## config.mk

```make
export PLATFORM = sky130hd
export DESIGN_NAME = scan_report_table_rssi_sort_core
export DESIGN_NICKNAME = d
export VERILOG_FILES = /design/src/rtl/srs_pkg.sv /design/src/rtl/scan_report_table_rssi_sort_core.sv /design/src/rtl/srs_ram.sv /design/src/rtl/srs_ctrl.sv
export SDC_FILE = /design/constraint.sdc
export NUM_CORES = 2
export LEC_CHECK = 0
export ABC_AREA = 1
export BUFFER_PORTS_ARGS = -buffer_cell sky130_fd_sc_hd__buf_4
export CORE_MARGIN = 2
export CORE_UTILIZATION = 63
export DETAILED_ROUTE_END_ITERATION = 6
export PLACE_DENSITY = 0.8
export SYNTH_ARGS = -nofsm -noshare
export SYNTH_HDL_FRONTEND = slang
export SYNTH_SLANG_ARGS = --single-unit
```

## constraint.sdc

```tcl
create_clock -name clk -period 5.9 [get_ports clk]
set_input_delay 0.885 -clock clk [delete_from_list [all_inputs] [get_ports clk]]
set_output_delay 0.885 -clock clk [all_outputs]
set_load 0.05 [all_outputs]
```

## src/rtl/srs_pkg.sv

```systemverilog
`timescale 1ns / 1ps
// Shared types and field widths for the scan report table.
// No dependencies; used by srs_ram, srs_ctrl and the top level.
package srs_pkg;

	localparam int ADDR_W  = 48;
	localparam int STR_W   = 8;
	localparam int KIND_W  = 2;
	localparam int RANK_W  = 5;
	localparam int TOTAL_W = 6;

	typedef struct packed {
		logic [ADDR_W-1:0]        addr;
		logic signed [STR_W-1:0]  strength;
		logic [KIND_W-1:0]        kind;
	} srs_entry_t;

	typedef struct packed {
		logic       we;
		logic       re;
		srs_entry_t wdata;
	} srs_ram_req_t;

endpackage

```

## src/rtl/scan_report_table_rssi_sort_core.sv

```systemverilog
`timescale 1ns / 1ps
// Scan report table top level: stream ports, table memory and sequencer.
// Depends on srs_pkg, srs_ram and srs_ctrl.
//
// Collects scan reports into a table of up to TABLE_ENTRIES devices keyed by
// address; a known address updates its strength, a new one is appended, and a
// full table drops every report. A report is looked up by a serial address
// search through the single read port of the table memory. An end-of-scan
// beat emits the table in descending strength order, ties in insertion order,
// one selection pass over the memory per result, held by any output stall. An
// empty table yields one beat with entry_valid low. One item is in work at a
// time; a finished beat waits in the output register while the next input is
// taken.
module scan_report_table_rssi_sort_core #(
	parameter int TABLE_ENTRIES = 32
) (
	input  logic        clk,
	input  logic        arst_n,
	input  logic        s_axis_tvalid,
	output logic        s_axis_tready,
	input  logic [63:0] s_axis_tdata,  // device_address, signal_strength, address_kind
	input  logic [0:0]  s_axis_tuser,  // scan_end
	output logic        m_axis_tvalid,
	input  logic        m_axis_tready,
	output logic [71:0] m_axis_tdata,  // rank, out_address, out_strength, out_kind, entry_total
	output logic [0:0]  m_axis_tuser,  // entry_valid
	output logic        m_axis_tlast
);

	localparam int IDX_W = $clog2(TABLE_ENTRIES);

	srs_pkg::srs_entry_t              in_entry;
	srs_pkg::srs_ram_req_t            ram_req;
	logic [IDX_W-1:0]                 ram_waddr;
	logic [IDX_W-1:0]                 ram_raddr;
	srs_pkg::srs_entry_t              ram_rdata;
	logic                             out_entry_valid;
	logic [srs_pkg::RANK_W-1:0]       out_rank;
	srs_pkg::srs_entry_t              out_entry;
	logic [srs_pkg::TOTAL_W-1:0]      out_total;

	assign in_entry.addr     = s_axis_tdata[47:0];
	assign in_entry.strength = s_axis_tdata[55:48];
	assign in_entry.kind     = s_axis_tdata[57:56];

	srs_ram #(
		.DEPTH(TABLE_ENTRIES)
	) u_ram (
		.clk   (clk),
		.req   (ram_req),
		.waddr (ram_waddr),
		.raddr (ram_raddr),
		.rdata (ram_rdata)
	);

	srs_ctrl #(
		.TABLE_ENTRIES(TABLE_ENTRIES)
	) u_ctrl (
		.clk             (clk),
		.arst_n          (arst_n),
		.in_valid        (s_axis_tvalid),
		.in_ready        (s_axis_tready),
		.in_scan_end     (s_axis_tuser[0]),
		.in_entry        (in_entry),
		.ram_req         (ram_req),
		.ram_waddr       (ram_waddr),
		.ram_raddr       (ram_raddr),
		.ram_rdata       (ram_rdata),
		.out_valid       (m_axis_tvalid),
		.out_ready       (m_axis_tready),
		.out_entry_valid (out_entry_valid),
		.out_rank        (out_rank),
		.out_entry       (out_entry),
		.out_total       (out_total),
		.out_last        (m_axis_tlast)
	);

	assign m_axis_tdata = {3'b000, out_total, out_entry.kind, out_entry.strength,
	                       out_entry.addr, out_rank};
	assign m_axis_tuser = out_entry_valid;

	a_empty_is_last: assert property (@(posedge clk) disable iff (!arst_n)
		m_axis_tvalid && !m_axis_tuser[0] |-> m_axis_tlast)
		else $error("empty-table beat without last");

	a_empty_zero: assert property (@(posedge clk) disable iff (!arst_n)
		m_axis_tvalid && !m_axis_tuser[0] |-> (out_rank == '0) && (out_total == '0))
		else $error("empty-table beat carries rank or total");

	a_last_rank: assert property (@(posedge clk) disable iff (!arst_n)
		m_axis_tvalid && m_axis_tuser[0] && m_axis_tlast |->
		out_rank == srs_pkg::RANK_W'(out_total - srs_pkg::TOTAL_W'(1)))
		else $error("last beat rank does not match entry total");

	a_scan_end_busy: assert property (@(posedge clk) disable iff (!arst_n)
		s_axis_tvalid && s_axis_tready && s_axis_tuser[0] |=> !s_axis_tready)
		else $error("input taken while emitting the table");

endmodule

```

## src/rtl/srs_ram.sv

```systemverilog
`timescale 1ns / 1ps
// Table memory: one write port, one read port, registered read data.
// Depends on srs_pkg for the entry and request types.
module srs_ram #(
	parameter int DEPTH = 32
) (
	input  logic                      clk,
	input  srs_pkg::srs_ram_req_t     req,
	input  logic [$clog2(DEPTH)-1:0]  waddr,
	input  logic [$clog2(DEPTH)-1:0]  raddr,
	output srs_pkg::srs_entry_t       rdata
);

	srs_pkg::srs_entry_t mem [DEPTH];

	always_ff @(posedge clk) begin
		if (req.we) begin
			mem[waddr] <= req.wdata;
		end
		if (req.re) begin
			rdata <= mem[raddr];
		end
	end

endmodule

```

## src/rtl/srs_ctrl.sv

```systemverilog
`timescale 1ns / 1ps
// Sequencer: serial address search on reports, repeated selection passes on scan end,
// and the output register. Depends on srs_pkg; drives the srs_ram ports.
module srs_ctrl #(
	parameter int TABLE_ENTRIES = 32
) (
	input  logic                              clk,
	input  logic                              arst_n,
	input  logic                              in_valid,
	output logic                              in_ready,
	input  logic                              in_scan_end,
	input  srs_pkg::srs_entry_t               in_entry,
	output srs_pkg::srs_ram_req_t             ram_req,
	output logic [$clog2(TABLE_ENTRIES)-1:0]  ram_waddr,
	output logic [$clog2(TABLE_ENTRIES)-1:0]  ram_raddr,
	input  srs_pkg::srs_entry_t               ram_rdata,
	output logic                              out_valid,
	input  logic                              out_ready,
	output logic                              out_entry_valid,
	output logic [srs_pkg::RANK_W-1:0]        out_rank,
	output srs_pkg::srs_entry_t               out_entry,
	output logic [srs_pkg::TOTAL_W-1:0]       out_total,
	output logic                              out_last
);

	localparam int IDX_W = $clog2(TABLE_ENTRIES);
	localparam int CNT_W = $clog2(TABLE_ENTRIES + 1);

	typedef enum logic [1:0] {ST_IDLE, ST_SRCH, ST_SEL, ST_EMIT} state_t;

	state_t                         state_q;
	logic [CNT_W-1:0]               count_q;
	logic [CNT_W-1:0]               issue_q;
	logic                           rd_vld_s1;
	logic [IDX_W-1:0]               rd_idx_s1;
	srs_pkg::srs_entry_t            key_q;
	logic                           best_found_q;
	srs_pkg::srs_entry_t            best_q;
	logic [IDX_W-1:0]               best_idx_q;
	logic                           prev_found_q;
	logic signed [srs_pkg::STR_W-1:0] prev_str_q;
	logic [IDX_W-1:0]               prev_idx_q;
	logic [IDX_W-1:0]               rank_q;
	logic                           res_valid_q;
	logic                           res_last_q;
	srs_pkg::srs_entry_t            res_entry_q;
	logic [IDX_W-1:0]               res_idx_q;
	logic                           m_valid_q;
	logic                           m_entry_valid_q;
	logic [srs_pkg::RANK_W-1:0]     m_rank_q;
	srs_pkg::srs_entry_t            m_entry_q;
	logic [srs_pkg::TOTAL_W-1:0]    m_total_q;
	logic                           m_last_q;

	logic                issue_go;
	logic                rd_last;
	logic                match;
	logic                cand;
	logic                take;
	logic                append;
	logic                load;
	srs_pkg::srs_entry_t sel_entry;
	logic [IDX_W-1:0]    sel_idx;

	assign in_ready  = (state_q == ST_IDLE);
	assign issue_go  = ((state_q == ST_SRCH) || (state_q == ST_SEL)) && (issue_q < count_q);
	assign rd_last   = rd_vld_s1 && (CNT_W'(rd_idx_s1) == count_q - CNT_W'(1));
	assign match     = rd_vld_s1 && (ram_rdata.addr == key_q.addr);
	assign append    = !match && (rd_last || (count_q == '0));
	assign cand      = !prev_found_q || (ram_rdata.strength < prev_str_q) ||
	                   ((ram_rdata.strength == prev_str_q) && (rd_idx_s1 > prev_idx_q));
	assign take      = rd_vld_s1 && cand &&
	                   (!best_found_q || (ram_rdata.strength > best_q.strength));
	assign sel_entry = take ? ram_rdata : best_q;
	assign sel_idx   = take ? rd_idx_s1 : best_idx_q;
	assign load      = (state_q == ST_EMIT) && (!m_valid_q || out_ready);

	always_comb begin
		ram_req.re    = issue_go;
		ram_req.we    = 1'b0;
		ram_req.wdata = key_q;
		ram_raddr     = issue_q[IDX_W-1:0];
		ram_waddr     = count_q[IDX_W-1:0];
		if (state_q == ST_SRCH) begin
			if (match) begin
				ram_req.we             = 1'b1;
				ram_req.wdata          = ram_rdata;
				ram_req.wdata.strength = key_q.strength;
				ram_waddr              = rd_idx_s1;
			end else if (append) begin
				ram_req.we = 1'b1;
			end
		end
	end

	always_ff @(posedge clk or negedge arst_n) begin
		if (!arst_n) begin
			state_q         <= ST_IDLE;
			count_q         <= '0;
			issue_q         <= '0;
			rd_vld_s1       <= 1'b0;
			rd_idx_s1       <= '0;
			key_q           <= '0;
			best_found_q    <= 1'b0;
			best_q          <= '0;
			best_idx_q      <= '0;
			prev_found_q    <= 1'b0;
			prev_str_q      <= '0;
			prev_idx_q      <= '0;
			rank_q          <= '0;
			res_valid_q     <= 1'b0;
			res_last_q      <= 1'b0;
			res_entry_q     <= '0;
			res_idx_q       <= '0;
			m_valid_q       <= 1'b0;
			m_entry_valid_q <= 1'b0;
			m_rank_q        <= '0;
			m_entry_q       <= '0;
			m_total_q       <= '0;
			m_last_q        <= 1'b0;
		end else begin
			rd_vld_s1 <= issue_go;
			rd_idx_s1 <= issue_q[IDX_W-1:0];
			if (issue_go) begin
				issue_q <= issue_q + CNT_W'(1);
			end
			if (out_ready && !load) begin
				m_valid_q <= 1'b0;
			end
			case (state_q)
				ST_IDLE: begin
					if (in_valid) begin
						issue_q      <= '0;
						best_found_q <= 1'b0;
						prev_found_q <= 1'b0;
						rank_q       <= '0;
						if (in_scan_end) begin
							if (count_q == '0) begin
								res_valid_q <= 1'b0;
								res_last_q  <= 1'b1;
								res_entry_q <= '0;
								state_q     <= ST_EMIT;
							end else begin
								state_q <= ST_SEL;
							end
						end else if (count_q < CNT_W'(TABLE_ENTRIES)) begin
							key_q   <= in_entry;
							state_q <= ST_SRCH;
						end
					end
				end
				ST_SRCH: begin
					if (match) begin
						state_q <= ST_IDLE;
					end else if (append) begin
						count_q <= count_q + CNT_W'(1);
						state_q <= ST_IDLE;
					end
				end
				ST_SEL: begin
					if (rd_vld_s1) begin
						best_found_q <= best_found_q || take;
						best_q       <= sel_entry;
						best_idx_q   <= sel_idx;
					end
					if (rd_last) begin
						res_valid_q <= 1'b1;
						res_last_q  <= (CNT_W'(rank_q) == count_q - CNT_W'(1));
						res_entry_q <= sel_entry;
						res_idx_q   <= sel_idx;
						state_q     <= ST_EMIT;
					end
				end
				ST_EMIT: begin
					if (load) begin
						m_valid_q       <= 1'b1;
						m_entry_valid_q <= res_valid_q;
						m_rank_q        <= srs_pkg::RANK_W'(rank_q);
						m_entry_q       <= res_entry_q;
						m_total_q       <= srs_pkg::TOTAL_W'(count_q);
						m_last_q        <= res_last_q;
						if (res_last_q) begin
							count_q      <= '0;
							rank_q       <= '0;
							prev_found_q <= 1'b0;
							state_q      <= ST_IDLE;
						end else begin
							rank_q       <= rank_q + IDX_W'(1);
							prev_found_q <= 1'b1;
							prev_str_q   <= res_entry_q.strength;
							prev_idx_q   <= res_idx_q;
							issue_q      <= '0;
							best_found_q <= 1'b0;
							state_q      <= ST_SEL;
						end
					end
				end
				default: begin
					state_q <= ST_IDLE;
				end
			endcase
		end
	end

	assign out_valid       = m_valid_q;
	assign out_entry_valid = m_entry_valid_q;
	assign out_rank        = m_rank_q;
	assign out_entry       = m_entry_q;
	assign out_total       = m_total_q;
	assign out_last        = m_last_q;

endmodule
```

==> results by group <==
Route
  – Vias per std cell: between 6 and 7
  – DR vias: slightly above 60k
  – Metal3 WL: between 30 and 40 mm
  – Metal-1 WL: around 90 mm
  – Met2 routed wirelength: 116.3 mm
  – Drt pass-1 iters: 7
  – Antenna-violating nets left: 0
  – Top Metal Used: met5
  – DRC Markers: 6
  – Iteration-0 DRC Markers: 10.67k
  – WL final: approximately 260 mm
  – WL/cell: 27.56 um

Clocking
  – H-tree levels: 4
  – Clk sink count: 2212
  – Clk buf depth: 3
  – CTS tree: yes
  – Hold buffer count at CTS: 0
  – Reg clk slew, reported paths: 0.06 ns
  – Num CTS Buffers: just over 200
  – CTS root buffer: clkbuf_16
  – Clock latency at the later pin of the worst-skew pair: about 0.87 ns
  – Post-CTS Setup Bufs: 0
  – Post-CTS sizing: 0

GRT
  – Remaining global-route overflow: 0
  – Pin count of the biggest net entering global routing: around 170
  – First-pass GRT wire length: approximately 380 mm
  – Vias in the first global route: around 60k
  – Aggregate global-route resource usage: around a third
  – Initial antenna violation count: 4

Flow run
  – Number of max-cap violations: 0

Synth
  – Syn_area_per_cell: 12.21 um2
  – Async S/R FF share, synth: a little over an eighth
  – Post-synth EDFFs: ~1.9k
  – Primary FF master, synth: edfxtp_1
  – Ys Warns: 0
  – Flops & latches, synth: roughly 2.2k
  – Synth cell types: 44
  – Sequential area share after synthesis: between 70% and 80%
  – Mapped Area: 0.08909 mm2
  – Cells after Synth: ~7.3k

Power
  – Pleak: roughly 35 nW
  – Max VDD drop: approximately 500 uV
  – Pwr Total: around 50 mW
  – Pwr/cell area: 504.3 mW/mm2

Timing
  – Fmax: just under 200 MHz
  – Clock Skew: between 0.07 and 0.08 ns
  – Max-slew violations: 0
  – Hold WS: approximately 0.034 ns
  – Final hold viol count: 0
  – RSZ-0062 raised after global routing: false
  – Slew @ Worst Pin: 1.430 ns
  – Tcrit/Tclk final: a little under nine tenths
  – Final setup viols: 0
  – Slew headroom: roughly 4.6%
  – Post-Route Setup TNS: 0 ns
  – Fin crit period: slightly above 5 ns

Setup path
  – Startpoint Class: flip-flop
  – CP peak stage delay: 1.13 ns
  – Reg2reg start: u_ctrl.key_q[46]
  – Worst Setup EP: u_ram.mem[24][39]
  – R2r setup slk: 0.81 ns
  – Worst EP required: 6.36 ns
  – Most Frequent Cell on Critical Path: nand2_1
  – Reg2reg path depth: 11
  – R2r endpoint: u_ram.mem[24][39]
  – Crit-path slowest cell: dfrtp_1
  – CP Class: flip-flop to flip-flop
  – Crit path max fanout: 36
  – CP arrival: 5.55 ns
  – CP cell instances: nand2_1 > nand2_1 > nand2_1 > nor2_1 > nand3_1 > nor2_1 > nand4_1 > nand2_1 > nand3_1 > nor2_4 > buf_4
  – CP endpoint kind: flip-flop
  – Crit path from: u_ctrl.key_q[46]

Floorplanning
  – Die area: ~0.14 mm2
  – Die Y-Extent: 380.0 um
  – Std-Cell Rows: approximately 140
  – Initial Util: 63.69%
  – Core box area: approximately 0.14 mm2
  – Die width: between 300 and 400 um
  – IO Pins: roughly 150

Final layout
  – Most common cell after layout, fill and taps aside: edfxtp_1
  – Final net count: about 7.4k
  – Fin util: between 70% and 80%
  – Area added between synthesis and finish: 11.24%
  – Share of layout cells above drive strength 1: between 10% and 20%
  – Most frequent cells in the layout: edfxtp_1, nor2_1, o21ai_0

Placed design
  – Routability Congestion: 1.010
  – DP Wirelength: about 140 mm
  – Port bufs: 135

Min path
  – Hold Crit Class: input pin to asynchronous set/reset pin

Status
  – Status: complete, but fails checks
  – Failing checks: DRC
==> how the worst min path moves through the flow <==
stage	startpoint	end
after floorplan	u_ctrl.issue_q[1]	u_ctrl.rd_idx_s1[1]
after global placement	u_ctrl.out_entry[8]	u_ctrl.out_entry[8]
after detailed placement	u_ctrl.out_entry[10]	u_ctrl.out_entry[10]
after CTS	arst_n	u_ctrl.out_entry[13]
after global routing	arst_n	u_ctrl.out_entry[14]
final	arst_n	u_ctrl.out_entry[55]
==> per-layer routing <==
| metal | vias to the layer above | GRT usage [%] |
|---|---|---|
| met5 | - | 0 |
| met4 | 4 | 20.08 |
| met3 | 897 | 8.806 |
| met2 | 4892 | 52.68 |
| met1 | 30010 | 47.14 |
| li1 | 26240 | - |
==> cells in the mapped netlist (2+ instances only) <==
| master | number | share of area, % |
|---|---|---|
| mux2i_1 | 58 | 0.65 |
| nand3b_1 | 3 | 0.025 |
| buf_6 | 3 | 0.038 |
| clkbuf_1 | 388 | 1.6 |
| a21oi_1 | 70 | 0.39 |
| buf_4 | 12 | 0.10 |
| nor2_4 | 4 | 0.051 |
| ha_1 | 36 | 0.51 |
| inv_1 | 227 | 0.96 |
| nor2_1 | 1193 | 5.0 |
| nor2_2 | 4 | 0.028 |
| nand3_2 | 8 | 0.090 |
| o22ai_1 | 512 | 3.6 |
| inv_4 | 2 | 0.014 |
| nor3b_1 | 2 | 0.017 |
| nand2_1 | 912 | 3.8 |
| xor2_1 | 11 | 0.11 |
| nand3_1 | 157 | 0.88 |
| clkinv_1 | 2 | 0.0084 |
| buf_2 | 91 | 0.51 |
| o211ai_1 | 75 | 0.63 |
| dfrtp_1 | 298 | 8.4 |
| or2_2 | 15 | 0.11 |
| inv_2 | 9 | 0.038 |
| buf_1 | 22 | 0.093 |
| mux2_2 | 59 | 0.75 |
| o21a_1 | 2 | 0.017 |
| nand4_1 | 90 | 0.63 |
| edfxtp_1 | 1914 | 65 |
| nor4_1 | 2 | 0.014 |
| o21ai_0 | 1056 | 5.9 |
| xnor2_1 | 11 | 0.11 |
| nor3_1 | 7 | 0.039 |
| o21ai_1 | 34 | 0.19 |
==> critical path, delay by kind of cell, from the launching register on <==
kind,cells,cell delay [ns]
AND/OR/NAND/NOR,10,2.72
buffers and inverters,1,0.80
flip-flops,1,1.13
==> kinds of logic (layout without fill, tap and decap cells) <==
family	Yosys count	after routing	synth area share (%)
muxes	117	117	1.397
AOI/OAI and AO/OA	1754	1754	10.80
and+or+nand+nor	2401	2401	10.79
other	1	6	0.004209
xor gates and xnor gates	22	22	0.2163
buffers and inverters	756	924	3.395
DFF	2212	2212	72.89
adders and majority gates	36	36	0.5056
==> cell type report <==
cell class / count / area, um2
Sequential cell: 2212 / 64950
Fill cell: 8941 / 40780
Multi-Input combinational cell: 4333 / 21430
Clock buffer: 246 / 5398
Timing Repair Buffer: 307 / 2658
Tap cell: 1876 / 2347
Clock inverter: 131 / 1376
Inverter: 240 / 928.4
Antenna cell: 3 / 7.507
==> through the flow <==
| stage | setup slack (ns) | area (um2) | cells |
|---|---|---|---|
| floorplan | 1.137 | 89090 | 7301 |
| global placement | 1.130 | 92300 | 8967 |
| detailed placement | 0.9873 | 92300 | 8967 |
| CTS | 0.9981 | 99070 | 9344 |
| global route | 0.7227 | 99090 | 9345 |
| finish | 0.8111 | 99100 | 9348 |
==> registers in the layout, summed over array words and instances (netlist names), 6 cells and up <==
name,flops
u_ctrl.best_q,58
u_ctrl.count_q,6
u_ctrl.issue_q,6
u_ctrl.key_q,58
u_ctrl.out_entry,58
u_ctrl.out_total,6
u_ctrl.prev_str_q,8
u_ctrl.res_entry_q,58
u_ram.mem,1856
u_ram.rdata,58
==> where the power goes <==
part	switching [mW]	total [mW]	internal (mW)
combinational	11.3	15.3	4.09
clock	5.80	13.3	7.54
sequential	1.22	21.3	20.1
total	18.3	50.0	31.7
No activity file was read; power rests on OpenSTA's default activity.
